===== src/stsce_pkg.sv =====
// ----------------------------------------------------------------------------
// stsce_pkg: shared types and constants for the sensor-to-current encoder
// Register map, configuration record, sequencer states and divider handshake.
// ----------------------------------------------------------------------------
`timescale 1ns / 1ps

package stsce_pkg;

  localparam int MAX_STEPS = 16;
  localparam int STEP_W    = 4;
  localparam int SAMPLE_W  = 16;
  localparam int TAG_W     = 32;
  localparam int CUR_W     = 32;
  localparam int QUO_W     = 17;
  localparam int RATE_W    = 17;
  localparam int OFF_W     = 10;
  localparam int SPT_W     = 5;
  localparam int PHASE_W   = 16;

  localparam logic [OFF_W-1:0]   PHASE_OFF_MAX = 10'd999;
  localparam logic [PHASE_W-1:0] PHASE_SCALE   = 16'd1000;

  // operating modes; the unused code behaves as rate mode
  localparam logic [1:0] MODE_LINEAR  = 2'd0;
  localparam logic [1:0] MODE_BIPOLAR = 2'd1;
  localparam logic [1:0] MODE_RATE    = 2'd2;

  typedef enum logic [2:0] {
    REG_MODE         = 3'd0,
    REG_AMPLITUDE    = 3'd1,
    REG_BIAS         = 3'd2,
    REG_MAX_RATE     = 3'd3,
    REG_PHASE_INIT   = 3'd4,
    REG_SENSOR_MIN   = 3'd5,
    REG_SENSOR_MAX   = 3'd6,
    REG_STEPS        = 3'd7
  } reg_idx_t;

  typedef struct packed {
    logic [1:0]                 mode;
    logic signed [CUR_W-1:0]    amplitude;
    logic signed [CUR_W-1:0]    bias;
    logic [RATE_W-1:0]          max_rate;
    logic [OFF_W-1:0]           phase_init;
    logic signed [SAMPLE_W-1:0] sensor_min;
    logic signed [SAMPLE_W-1:0] sensor_max;
    logic [SPT_W-1:0]           steps_per_tick;
  } cfg_t;

  localparam cfg_t CFG_RESET = '{
    mode:           2'd0,
    amplitude:      32'sh0001_0000,
    bias:           32'sh0000_0000,
    max_rate:       17'h1_0000,
    phase_init:     10'd0,
    sensor_min:     16'sh8000,
    sensor_max:     16'sh7FFF,
    steps_per_tick: 5'd1
  };

  typedef enum logic [2:0] {
    ST_IDLE,
    ST_RELOAD,
    ST_DIV,
    ST_MUL,
    ST_SAT,
    ST_EMIT
  } state_t;

  typedef struct packed {
    logic               start;
    logic [PHASE_W-1:0] num;
    logic [PHASE_W-1:0] den;
  } div_req_t;

  typedef struct packed {
    logic             done;
    logic [QUO_W-1:0] quo;
  } div_rsp_t;

endpackage


===== src/sensor_to_spike_current_encoder_unit.sv =====
// ----------------------------------------------------------------------------
// sensor_to_spike_current_encoder_unit: sample to Q16.16 current encoder
// Path: accept, normalise on the shared divider, multiply, saturate, emit words.
// No new sample is taken until the last word of the current one is loaded; an error gives one word.
// Reset: registers to defaults, phase to zero; a write reloads the phase.
// ----------------------------------------------------------------------------
`timescale 1ns / 1ps

module sensor_to_spike_current_encoder_unit (
  input  logic        clk,
  input  logic        rst_n,
  // input stream
  input  logic        in_tvalid,
  output logic        in_tready,
  input  logic [47:0] in_tdata,   // [15:0] sensor_sample, [47:16] frame_tag
  // result stream
  output logic        out_tvalid,
  input  logic        out_tready,
  output logic [71:0] out_tdata,  // [31:0] current, [35:32] step_index,
                                  // [67:36] tag_out, [71:68] zero
  output logic        out_tlast,  // last_step
  output logic        out_tuser,  // status
  // configuration port
  input  logic        cfg_psel,
  input  logic        cfg_penable,
  input  logic        cfg_pwrite,
  input  logic [4:0]  cfg_paddr,
  input  logic [31:0] cfg_pwdata,
  output logic [31:0] cfg_prdata,
  output logic        cfg_pready
);
  import stsce_pkg::*;

  localparam logic [STEP_W-1:0] LAST_IDX_MAX = STEP_W'(MAX_STEPS - 1);
  localparam logic [SPT_W-1:0]  STEPS_MAX    = SPT_W'(MAX_STEPS);

  cfg_t     cfg;
  logic     cfg_upd;
  div_req_t div_req;
  div_rsp_t div_rsp;

  stsce_cfg_regs u_regs (
    .clk         (clk),
    .rst_n       (rst_n),
    .cfg_psel    (cfg_psel),
    .cfg_penable (cfg_penable),
    .cfg_pwrite  (cfg_pwrite),
    .cfg_paddr   (cfg_paddr),
    .cfg_pwdata  (cfg_pwdata),
    .cfg_prdata  (cfg_prdata),
    .cfg_pready  (cfg_pready),
    .cfg         (cfg),
    .upd         (cfg_upd)
  );

  // One divider serves both the sample normalisation and the phase reload
  stsce_divider u_div (
    .clk   (clk),
    .rst_n (rst_n),
    .req   (div_req),
    .rsp   (div_rsp)
  );

  // Sequencer and working registers
  state_t                 state_r, state_nxt;
  logic [TAG_W-1:0]       tag_r, tag_nxt;
  logic                   err_r, err_nxt;
  logic [QUO_W-1:0]       n_r, n_nxt;
  logic [STEP_W-1:0]      last_idx_r, last_idx_nxt;
  logic [STEP_W-1:0]      step_r, step_nxt;
  logic signed [50:0]     prod_r, prod_nxt;
  logic [CUR_W-1:0]       cur_r, cur_nxt;
  logic [RATE_W-1:0]      inc_r, inc_nxt;
  logic [PHASE_W-1:0]     phase_r, phase_nxt;

  // Output word register
  logic                   out_valid_r, out_valid_nxt;
  logic [CUR_W-1:0]       out_cur_r, out_cur_nxt;
  logic [STEP_W-1:0]      out_step_r, out_step_nxt;
  logic                   out_last_r, out_last_nxt;
  logic                   out_status_r, out_status_nxt;
  logic [TAG_W-1:0]       out_tag_r, out_tag_nxt;

  // Input word fields and limit check
  logic signed [SAMPLE_W-1:0] in_sample;
  logic [TAG_W-1:0]           in_tag;
  logic                       in_fire;
  logic                       in_range;
  logic [SAMPLE_W:0]          num_w;
  logic [SAMPLE_W:0]          den_w;
  logic [OFF_W-1:0]           off_clamp;
  logic [STEP_W-1:0]          last_idx_w;

  // Shared multiplier and result shaping
  logic signed [32:0]         mul_a;
  logic signed [17:0]         mul_b;
  logic [18:0]                bip_w;
  logic signed [50:0]         prod_w;
  logic signed [32:0]         sh_w;
  logic signed [33:0]         sum_w;
  logic [CUR_W-1:0]           sat_w;
  logic [PHASE_W+1:0]         ph_sum;
  logic                       wrap;
  logic                       slot_free;
  logic                       rate_mode;

  assign in_sample = $signed(in_tdata[15:0]);
  assign in_tag    = in_tdata[47:16];
  assign in_fire   = in_tvalid & in_tready;
  assign in_range  = (in_sample >= cfg.sensor_min) && (in_sample <= cfg.sensor_max);
  assign num_w     = {in_sample[15], in_sample} - {cfg.sensor_min[15], cfg.sensor_min};
  assign den_w     = {cfg.sensor_max[15], cfg.sensor_max} - {cfg.sensor_min[15], cfg.sensor_min};
  assign off_clamp = (cfg.phase_init > PHASE_OFF_MAX) ? PHASE_OFF_MAX : cfg.phase_init;

  // Clamp the step count to 1..MAX_STEPS and hold it as the last step index
  always_comb begin
    if (cfg.steps_per_tick == '0) begin
      last_idx_w = '0;
    end else if (cfg.steps_per_tick > STEPS_MAX) begin
      last_idx_w = LAST_IDX_MAX;
    end else begin
      last_idx_w = STEP_W'(cfg.steps_per_tick - SPT_W'(1));
    end
  end

  // Operand select: gain times n, gain times (2n - 1.0), or rate times n
  always_comb begin
    bip_w     = {1'b0, n_r, 1'b0} - 19'h1_0000;
    rate_mode = 1'b0;
    case (cfg.mode)
      MODE_LINEAR: begin
        mul_a = {cfg.amplitude[31], cfg.amplitude};
        mul_b = $signed({1'b0, n_r});
      end
      MODE_BIPOLAR: begin
        mul_a = {cfg.amplitude[31], cfg.amplitude};
        mul_b = $signed(bip_w[17:0]);
      end
      default: begin
        mul_a     = $signed({16'd0, cfg.max_rate});
        mul_b     = $signed({1'b0, n_r});
        rate_mode = 1'b1;
      end
    endcase
  end

  assign prod_w = 51'(mul_a) * 51'(mul_b);

  // Floor divide by 65536 (arithmetic shift), add bias, saturate to 32 bits
  assign sh_w  = prod_r[48:16];
  assign sum_w = {sh_w[32], sh_w} + {{2{cfg.bias[31]}}, cfg.bias};
  always_comb begin
    if (sum_w[33:31] == 3'b000 || sum_w[33:31] == 3'b111) begin
      sat_w = sum_w[31:0];
    end else if (sum_w[33]) begin
      sat_w = 32'h8000_0000;
    end else begin
      sat_w = 32'h7FFF_FFFF;
    end
  end

  // Rate phase: advance by the increment, fire on wrap past 1.0
  assign ph_sum = {2'b00, phase_r} + {1'b0, inc_r};
  assign wrap   = ph_sum[PHASE_W+1] | ph_sum[PHASE_W];

  // The output word may be loaded when empty or when being taken this cycle
  assign slot_free = !out_valid_r || out_tready;

  always_comb begin
    state_nxt      = state_r;
    tag_nxt        = tag_r;
    err_nxt        = err_r;
    n_nxt          = n_r;
    last_idx_nxt   = last_idx_r;
    step_nxt       = step_r;
    prod_nxt       = prod_r;
    cur_nxt        = cur_r;
    inc_nxt        = inc_r;
    phase_nxt      = phase_r;
    out_valid_nxt  = out_valid_r && !out_tready;
    out_cur_nxt    = out_cur_r;
    out_step_nxt   = out_step_r;
    out_last_nxt   = out_last_r;
    out_status_nxt = out_status_r;
    out_tag_nxt    = out_tag_r;
    div_req        = '0;
    in_tready      = (state_r == ST_IDLE) && !cfg_upd;

    if (cfg_upd) begin
      // any register write restarts the phase reload: start * 65536 / 1000
      div_req.start = 1'b1;
      div_req.num   = {6'd0, off_clamp};
      div_req.den   = PHASE_SCALE;
      state_nxt     = ST_RELOAD;
    end else begin
      unique case (state_r)
        ST_IDLE: begin
          if (in_fire) begin
            tag_nxt      = in_tag;
            last_idx_nxt = last_idx_w;
            if (!in_range) begin
              err_nxt   = 1'b1;
              state_nxt = ST_EMIT;
            end else begin
              err_nxt = 1'b0;
              if (den_w == '0) begin
                n_nxt     = '0;
                state_nxt = ST_MUL;
              end else begin
                div_req.start = 1'b1;
                div_req.num   = num_w[15:0];
                div_req.den   = den_w[15:0];
                state_nxt     = ST_DIV;
              end
            end
          end
        end
        ST_RELOAD: begin
          if (div_rsp.done) begin
            phase_nxt = div_rsp.quo[PHASE_W-1:0];
            state_nxt = ST_IDLE;
          end
        end
        ST_DIV: begin
          if (div_rsp.done) begin
            n_nxt     = div_rsp.quo;
            state_nxt = ST_MUL;
          end
        end
        ST_MUL: begin
          prod_nxt  = prod_w;
          state_nxt = ST_SAT;
        end
        ST_SAT: begin
          cur_nxt   = sat_w;
          inc_nxt   = prod_r[32:16];
          step_nxt  = '0;
          state_nxt = ST_EMIT;
        end
        ST_EMIT: begin
          if (slot_free) begin
            out_valid_nxt  = 1'b1;
            out_tag_nxt    = tag_r;
            out_status_nxt = err_r;
            if (err_r) begin
              // single error word, phase untouched
              out_cur_nxt  = '0;
              out_step_nxt = '0;
              out_last_nxt = 1'b1;
              state_nxt    = ST_IDLE;
            end else begin
              out_step_nxt = step_r;
              out_last_nxt = step_r == last_idx_r;
              if (rate_mode) begin
                phase_nxt   = ph_sum[PHASE_W-1:0];
                out_cur_nxt = wrap ? cfg.amplitude : '0;
              end else begin
                out_cur_nxt = cur_r;
              end
              if (step_r == last_idx_r) begin
                state_nxt = ST_IDLE;
              end else begin
                step_nxt = step_r + STEP_W'(1);
              end
            end
          end
        end
        default: state_nxt = ST_IDLE;
      endcase
    end
  end

  always_ff @(posedge clk) begin
    if (!rst_n) begin
      state_r     <= ST_IDLE;
      out_valid_r <= 1'b0;
      phase_r     <= '0;
    end else begin
      state_r     <= state_nxt;
      out_valid_r <= out_valid_nxt;
      phase_r     <= phase_nxt;
    end
  end

  // Payload registers: no reset needed
  always_ff @(posedge clk) begin
    tag_r        <= tag_nxt;
    err_r        <= err_nxt;
    n_r          <= n_nxt;
    last_idx_r   <= last_idx_nxt;
    step_r       <= step_nxt;
    prod_r       <= prod_nxt;
    cur_r        <= cur_nxt;
    inc_r        <= inc_nxt;
    out_cur_r    <= out_cur_nxt;
    out_step_r   <= out_step_nxt;
    out_last_r   <= out_last_nxt;
    out_status_r <= out_status_nxt;
    out_tag_r    <= out_tag_nxt;
  end

  assign out_tvalid = out_valid_r;
  assign out_tdata  = {4'd0, out_tag_r, out_step_r, out_cur_r};
  assign out_tlast  = out_last_r;
  assign out_tuser  = out_status_r;

endmodule


===== src/stsce_cfg_regs.sv =====
// ----------------------------------------------------------------------------
// stsce_cfg_regs: configuration register file
// APB-style write/read port; flags every write in the next cycle for reload.
// ----------------------------------------------------------------------------
`timescale 1ns / 1ps

module stsce_cfg_regs (
  input  logic              clk,
  input  logic              rst_n,
  input  logic              cfg_psel,
  input  logic              cfg_penable,
  input  logic              cfg_pwrite,
  input  logic [4:0]        cfg_paddr,
  input  logic [31:0]       cfg_pwdata,
  output logic [31:0]       cfg_prdata,
  output logic              cfg_pready,
  output stsce_pkg::cfg_t   cfg,
  output logic              upd
);
  import stsce_pkg::*;

  cfg_t     cfg_r, cfg_nxt;
  logic     upd_r;
  logic     wr_en;
  reg_idx_t idx;

  assign cfg_pready = 1'b1;
  assign wr_en      = cfg_psel & cfg_penable & cfg_pwrite;
  assign idx        = reg_idx_t'(cfg_paddr[4:2]);
  assign cfg        = cfg_r;
  assign upd        = upd_r;

  always_comb begin
    cfg_nxt = cfg_r;
    if (wr_en) begin
      unique case (idx)
        REG_MODE:         cfg_nxt.mode           = cfg_pwdata[1:0];
        REG_AMPLITUDE:    cfg_nxt.amplitude      = $signed(cfg_pwdata);
        REG_BIAS:         cfg_nxt.bias           = $signed(cfg_pwdata);
        REG_MAX_RATE:     cfg_nxt.max_rate       = cfg_pwdata[RATE_W-1:0];
        REG_PHASE_INIT:   cfg_nxt.phase_init     = cfg_pwdata[OFF_W-1:0];
        REG_SENSOR_MIN:   cfg_nxt.sensor_min     = $signed(cfg_pwdata[SAMPLE_W-1:0]);
        REG_SENSOR_MAX:   cfg_nxt.sensor_max     = $signed(cfg_pwdata[SAMPLE_W-1:0]);
        REG_STEPS:        cfg_nxt.steps_per_tick = cfg_pwdata[SPT_W-1:0];
        default:          cfg_nxt = cfg_r;
      endcase
    end
  end

  always_comb begin
    unique case (idx)
      REG_MODE:         cfg_prdata = {30'd0, cfg_r.mode};
      REG_AMPLITUDE:    cfg_prdata = cfg_r.amplitude;
      REG_BIAS:         cfg_prdata = cfg_r.bias;
      REG_MAX_RATE:     cfg_prdata = {15'd0, cfg_r.max_rate};
      REG_PHASE_INIT:   cfg_prdata = {22'd0, cfg_r.phase_init};
      REG_SENSOR_MIN:   cfg_prdata = {{16{cfg_r.sensor_min[15]}}, cfg_r.sensor_min};
      REG_SENSOR_MAX:   cfg_prdata = {{16{cfg_r.sensor_max[15]}}, cfg_r.sensor_max};
      REG_STEPS:        cfg_prdata = {27'd0, cfg_r.steps_per_tick};
      default:          cfg_prdata = 32'd0;
    endcase
  end

  always_ff @(posedge clk) begin
    if (!rst_n) begin
      cfg_r <= CFG_RESET;
      upd_r <= 1'b0;
    end else begin
      cfg_r <= cfg_nxt;
      upd_r <= wr_en;
    end
  end

endmodule


===== src/stsce_divider.sv =====
// ----------------------------------------------------------------------------
// stsce_divider: shared restoring divider
// Computes floor(num * 65536 / den) for num <= den, one quotient bit a cycle.
// ----------------------------------------------------------------------------
`timescale 1ns / 1ps

module stsce_divider (
  input  logic                clk,
  input  logic                rst_n,
  input  stsce_pkg::div_req_t req,
  output stsce_pkg::div_rsp_t rsp
);
  import stsce_pkg::*;

  localparam logic [4:0] LAST_ITER = 5'(QUO_W - 1);

  logic               busy_r, busy_nxt;
  logic               done_r, done_nxt;
  logic [4:0]         cnt_r, cnt_nxt;
  logic [QUO_W-1:0]   rem_r, rem_nxt;
  logic [QUO_W-1:0]   quo_r, quo_nxt;
  logic [PHASE_W-1:0] den_r, den_nxt;
  logic [QUO_W-1:0]   trial;
  logic               ge;
  logic               last;

  always_comb begin
    // first step compares the numerator itself, later ones the doubled remainder
    trial    = (cnt_r == 5'd0) ? rem_r : {rem_r[QUO_W-2:0], 1'b0};
    ge       = trial >= {1'b0, den_r};
    last     = cnt_r == LAST_ITER;
    busy_nxt = busy_r;
    cnt_nxt  = cnt_r;
    rem_nxt  = rem_r;
    quo_nxt  = quo_r;
    den_nxt  = den_r;
    done_nxt = 1'b0;
    if (req.start) begin
      busy_nxt = 1'b1;
      cnt_nxt  = 5'd0;
      rem_nxt  = {1'b0, req.num};
      quo_nxt  = '0;
      den_nxt  = req.den;
    end else if (busy_r) begin
      rem_nxt = ge ? (trial - {1'b0, den_r}) : trial;
      quo_nxt = {quo_r[QUO_W-2:0], ge};
      cnt_nxt = cnt_r + 5'd1;
      if (last) begin
        busy_nxt = 1'b0;
        done_nxt = 1'b1;
      end
    end
  end

  always_ff @(posedge clk) begin
    if (!rst_n) begin
      busy_r <= 1'b0;
      done_r <= 1'b0;
      cnt_r  <= 5'd0;
    end else begin
      busy_r <= busy_nxt;
      done_r <= done_nxt;
      cnt_r  <= cnt_nxt;
    end
  end

  always_ff @(posedge clk) begin
    rem_r <= rem_nxt;
    quo_r <= quo_nxt;
    den_r <= den_nxt;
  end

  assign rsp.done = done_r;
  assign rsp.quo  = quo_r;

endmodule


===== config.mk =====
export PLATFORM = sky130hd
export DESIGN_NAME = sensor_to_spike_current_encoder_unit
export DESIGN_NICKNAME = d
export VERILOG_FILES = /design/src/stsce_pkg.sv /design/src/sensor_to_spike_current_encoder_unit.sv /design/src/stsce_cfg_regs.sv /design/src/stsce_divider.sv
export SDC_FILE = /design/constraint.sdc
export NUM_CORES = 2
export LEC_CHECK = 0
export CAP_MARGIN = 20
export CORE_UTILIZATION = 60
export CTS_CLUSTER_DIAMETER = 30
export CTS_CLUSTER_SIZE = 12
export DETAILED_ROUTE_END_ITERATION = 12
export DONT_BUFFER_PORTS = 1
export GPL_TIMING_DRIVEN = 0
export PLACE_DENSITY = 0.88
export SLEW_MARGIN = 20
export SYNTH_ARGS = -nofsm -noshare
export SYNTH_HDL_FRONTEND = slang
export SYNTH_HIERARCHICAL = 1
export SYNTH_SLANG_ARGS = --single-unit
export TNS_END_PERCENT = 100

===== constraint.sdc =====
create_clock -name clk -period 23.9 [get_ports clk]
set_input_delay 2.39 -clock clk [delete_from_list [all_inputs] [get_ports clk]]
set_output_delay 2.39 -clock clk [all_outputs]
set_load 0.05 [all_outputs]

## Word level (Yosys, flattened, before mapping)

Cells that the tools add are included.

| cells by class | value |
|---|---|
| reductions and logical operators | 41 |
| bitwise operators | 10 |
| div/mod/pow operators | 0 |
| multiply operators | 1 |
| shift-type cells | 0 |
| mux-type cells | 50 |
| magnitude comparators | 5 |
| $add $sub $neg | 9 |
| equality and inequality tests | 31 |

Operators with widths:

| cell | count |
|---|---|
| 32-bit case mux with 8 select lines | 1 |
| 33-bit two-way mux | 6 |
| 32-bit two-way mux | 4 |
| 17-bit two-way mux | 6 |
| 16-bit two-way mux | 6 |
| 33-bit by 18-bit multiplier with 49-bit output | 1 |
| 33-bit by 32-bit adder with 34-bit output | 1 |
| 17-bit case mux with 2 select lines | 1 |
| 16-bit case mux with 2 select lines | 1 |
| 3-bit equality test, second input constant | 7 |
| 3-bit two-way mux | 7 |
| 2-bit AND reduction | 10 |
| 16-bit by 17-bit adder with 18-bit output | 1 |
| 18-bit two-way mux | 1 |
| 3-bit case mux with 6 select lines | 1 |
| 18-bit by 17-bit subtractor with 18-bit output, second input constant | 1 |
| 17-bit by 16-bit greater-or-equal comparator with 1-bit output | 1 |
| 17-bit logical NOT | 1 |
| 16-bit by 16-bit subtractor with 17-bit output | 1 |
| 17-bit by 16-bit subtractor with 17-bit output | 1 |
| 16-bit greater-or-equal comparator | 1 |
| 16-bit <= comparator | 1 |
| 4-bit two-way mux | 4 |
| 16-bit subtractor | 1 |
| 35 further kinds | 81 |

| word-level totals | value |
|---|---|
| output and inout bits | 109 |
| latch bits | 0 |
| bits of input ports | 92 |
| memory bits (read-only) | 0 |
| memories | 0 |
| register bits after elaboration | 434 |
| bits in writable memories | 0 |
| logic and storage cells | 181 |

## Depth between registers and ports, before layout

| logic depth | value |
|---|---|
| word-level depth | 8 |
| gate-level depth with buffers | 31 |
| gate-level depth less buffers | 26 |

## Hierarchy

Netlist, hierarchy kept.

Modules (own cells, without submodules):

| module | sequential area each (um^2) | area each (um^2) | instances | cells an instance |
|---|---|---|---|---|
| sensor_to_spike_current_encoder_unit | 6706.4 | 32264.7 | 1 | 3366 |
| stsce_cfg_regs | 2622.5 | 5963.2 | 1 | 635 |
| stsce_divider | 1461.4 | 3537.1 | 1 | 370 |

## Worst setup path before layout

OpenSTA, ideal clock, no wires.

| timing | value |
|---|---|
| kind | input to register |
| from | input port out_tready |
| to | register out_cur_r[0] (enable) |
| setup slack | 16.088 ns |
| setup time | 0.585 ns |
| required time | 23.315 ns |
| path buffers | 0 |
| arrival time | 7.228 ns |
| stages on the path | 2 |
| cell sequence | nor2b_1 nor3_1 |

| on the way | value |
|---|---|
| cells in the longest elaborated chain, start to end | 2 |

Ends and longest elaborated chain:

| item | RTL line | RTL |
|---|---|---|
| from (decl) | sensor_to_spike_current_encoder_unit.sv:18 | `input logic out_tready,` |
| 1-bit logical OR | sensor_to_spike_current_encoder_unit.sv:167 | `assign slot_free = !out_valid_r \|\| out_tready;` |
| 3-bit AND reduction (no line) | n/a |  |
| to (signal assigned) | sensor_to_spike_current_encoder_unit.sv:295 | `out_cur_r <= out_cur_nxt;` |
| to (decl) | sensor_to_spike_current_encoder_unit.sv:78 | `logic [CUR_W-1:0] out_cur_r, out_cur_nxt;` |

No other way between the ends.
A chain may end at the register's enable or synchronous reset.

## Worst setup path after layout

| timing | value |
|---|---|
| from | register u_regs.cfg_r (netlist bit u_regs/cfg[129]) |
| to | register prod_r[48], data pin |

| on the way | value |
|---|---|
| cells in the longest elaborated chain, start to end | 4 |
| elaborated cells on any way between the ends | 6 |
| classes of those cells | mul (1); eq/ne (1); mux (2); reduce/logical (2) |

Ends and longest elaborated chain:

| item | RTL line | RTL |
|---|---|---|
| from (decl) | stsce_cfg_regs.sv:22 | `cfg_t cfg_r, cfg_nxt;` |
| from (signal assigned) | stsce_cfg_regs.sv:69 | `cfg_r <= cfg_nxt;` |
| 2-bit by 1-bit equality test with 1-bit output or 2-bit logical NOT (tied branches) | sensor_to_spike_current_encoder_unit.sv:130 | `case (cfg.mode)` |
| 2-bit OR reduction (no line) | n/a |  |
| 33-bit two-way mux | sensor_to_spike_current_encoder_unit.sv:130 |  |
| 33-bit by 18-bit multiplier with 49-bit output * | sensor_to_spike_current_encoder_unit.sv:147 | `assign prod_w = 51'(mul_a) * 51'(mul_b);` |
| net prod_w[48] | sensor_to_spike_current_encoder_unit.sv:98 | `logic signed [50:0] prod_w;` |
| to (signal assigned) | sensor_to_spike_current_encoder_unit.sv:292 | `prod_r <= prod_nxt;` |
| to (decl) | sensor_to_spike_current_encoder_unit.sv:71 | `logic signed [50:0] prod_r, prod_nxt;` |

The timed path passes the listed nets; every way through them passes the cells marked *.

==> flow_metrics.tcl <==
set metrics [dict create \
    remaining_drc_errors 0 \
    synth_cells 4371 \
    cts_buffer_depth 3 \
    post_synth.cell_area_avg_sq_um 9.56 \
    synth_simple_gate_area_share_pct 13.4 \
    syn2layout_area_growth_pct 9.01 \
    gp_congestion 1.04 \
    fp.dieH_microns 266 \
    portBuffers 0 \
    cpPeakStageDelay_ns 0.76 \
    finalHoldViolations 0 \
    drt_iter0_drc 4101 \
    period_minus_slack_ns 10.07 \
    grt_pass1_wl_microns 199000 \
    synth_top_family_by_area "adder cells" \
    critPathKind "register to register" \
    postCtsHoldBufs 0 \
    place_hpwl_microns 103000 \
    start_util_pct 60.8 \
    synth_area_leaders "fa_1, edfxtp_1, dfxtp_1, ha_1, inv_1" \
    clock_skew_ns 0.0231 \
    rows 96 \
    insertion_delay_ns 0.60 \
    p_total_uw 2400 \
    routed_wl_microns 130000 \
    setup_viol 0 \
    cts_max_level 3 \
    hp-class "register to register" \
    max-cap-violations 0 \
    max_freq_mhz 99.3 \
    synthFlopType "edfxtp_1" \
    grt_pass1_vias 34700 \
    die_x_microns 266 \
    synth_seq_cells 418 \
    outcome "complete, no violations" \
    crit_required_ns 24.22 \
    clkTransAtPathRegs_ns 0.06 \
    cp.arrival_ns 10.39 \
    postCtsSetupRepairBufs 0 \
    syn_area_sq_um 41800 \
    synth-seq-area-share_pct 25.8 \
    synthAdderAreaFrac_pct 33.3 \
    layout_commonest_cell "inv_1" \
    p_leak_uw 0.0201 \
    wl_per_cell_microns 23.8 \
    io_pins 201 \
    worst_path_max_delay_cell "clkbuf_1" \
    ctsResizeCount 0 \
    ir_worst_vdd_mv 0.0779 \
    slew_headroom_pct 16.8 \
    tns_ns 0 \
    final_nets 5332 \
    yosys_warnings 6 \
    end_kind "register" \
    overflow 0 \
    tightestPinTransition_ns 1.21 \
    slew_violations 0 \
    coreArea_sq_um 68700 \
    yosys.area.top_type_share_pct 26.4 \
    path_common_cell "fa_1" \
    drive_gt1_share_pct 6.94 \
    async_reset_ff_share_pct 0 \
    synth_compound_area_share_pct 10.6 \
    fin_crit_sh_pct 42.1 \
    cts_buffers 66 \
    start_kind "register" \
    synth-xor-area-share_pct 2.41 \
    yosysTopAreaCell "fa_1" \
    ys_types 102 \
    cts_tree "built" \
    p_per_area_nw_per_um2 52.7 \
    track_usage_pct 37.1 \
    mostFrequentLayoutCells "inv_1, nand2_1, fa_1" \
    first_pass_iters 8 \
    muxShareOfSynthArea_pct 6.01 \
    antenna_found_initial 7 \
    clkSinkCount 418 \
    design.die.area_sq_um 70700 \
    root_buffer "clkbuf_16" \
    num_vias 34100 \
    synth_edf_count 242 \
    cp_max_fo 10 \
    grt_max_degree 33 \
    drtAntennaViolNets 0 \
    vias_per_cell 6.26 \
    grt_setup_unrepaired "no" \
]
==> registers in the layout (all words and copies together) (netlist names), 16 cells and up <==
| signal | flops |
|---|---|
| phase_r | 16 |
| u_div/rem_r | 17 |
| u_div/quo_r | 17 |
| u_regs/cfg | 130 |
| n_r | 17 |
| tag_r | 32 |
| out_tag_r | 32 |
| out_cur_r | 32 |
| u_div/den_r | 16 |
| inc_r | 17 |
| prod_r | 33 |
| cur_r | 32 |
==> routing by layer <==
metal	global-route usage (%)	vias to the layer above	share of wire [%]
li1	-	14500	-
met1	44.4	16500	35
met2	59.3	2456	45
met3	9.80	648	12
met4	24.3	4	8.0
met5	0	-	0.031
==> kinds of logic (layout without fill, tap and decap cells) <==
group	count (synthesis)	after routing
xor gates and xnor gates	115	115
muxes	239	239
AOI/OAI and AO/OA	644	644
DFF	418	418
and+or+nand+nor	1266	1266
buffers and inverters	905	1043
adders and majority gates	782	782
other	2	9
==> final cells by class <==
cell class                      instances  area [sq um]
Buffer                                194           850
Clock inverter                         43           534
Tap cell                              931          1160
Multi-Input combinational cell       3051         27600
Sequential cell                       418         10800
Antenna cell                            4          10.0
Fill cell                            5146         23200
Timing Repair Buffer                   16           176
Inverter                              711          2670
Clock buffer                           79          1750
==> worst max-delay path, delay by kind of cell, from the launching register on <==
kind / cells / cell delay, ns
fa+ha+maj: 7 / 3.41
mux: 1 / 0.29
compound gates: 6 / 1.97
simple gates: 5 / 1.11
buf+inv: 10 / 2.43
xor+xnor: 1 / 0.13
flops: 1 / 0.39
==> stage by stage <==
step	area [sq um]	hold slack, ns	setup WS (ns)	util [%]	cells
floorplan	41800	0.400	16.09	-	4374
global placement	42900	0.401	13.22	62.5	5305
detailed placement	43200	0.405	14.21	62.9	5321
CTS	45500	0.418	14.15	66.2	5443
global route	45500	0.419	13.45	66.3	5443
finish	45500	0.417	13.83	66.3	5447
==> synth_stat cells, drive strengths merged (46+ instances only) <==
master / instances
fa: 551
buf: 50
a21oi: 133
xor2: 47
mux2: 70
mux2i: 168
clkbuf: 144
nor2: 355
dfxtp: 176
xnor2: 68
edfxtp: 242
o21ai: 150
nor3: 46
a21o: 56
nor2b: 58
ha: 231
nand2: 599
inv: 711
==> path summary, 6_finish.rpt <==
kind                    from       endpoint  slack (ns)  cells past startpoint
max reg2reg  u_regs/cfg[129]     prod_r[48]       13.83                     30
min reg2reg        tag_r[19]  out_tag_r[19]        0.42                      0
min                tag_r[19]  out_tag_r[19]        0.42                      0
max          u_regs/cfg[129]     prod_r[48]       13.83                     30
==> where the power goes <==
group	internal [uW]	switching, uW
clock	607	384
combinational	200	340
sequential	829	38.5
total	1640	762
Note: power is estimated with default switching activity, not from simulation.
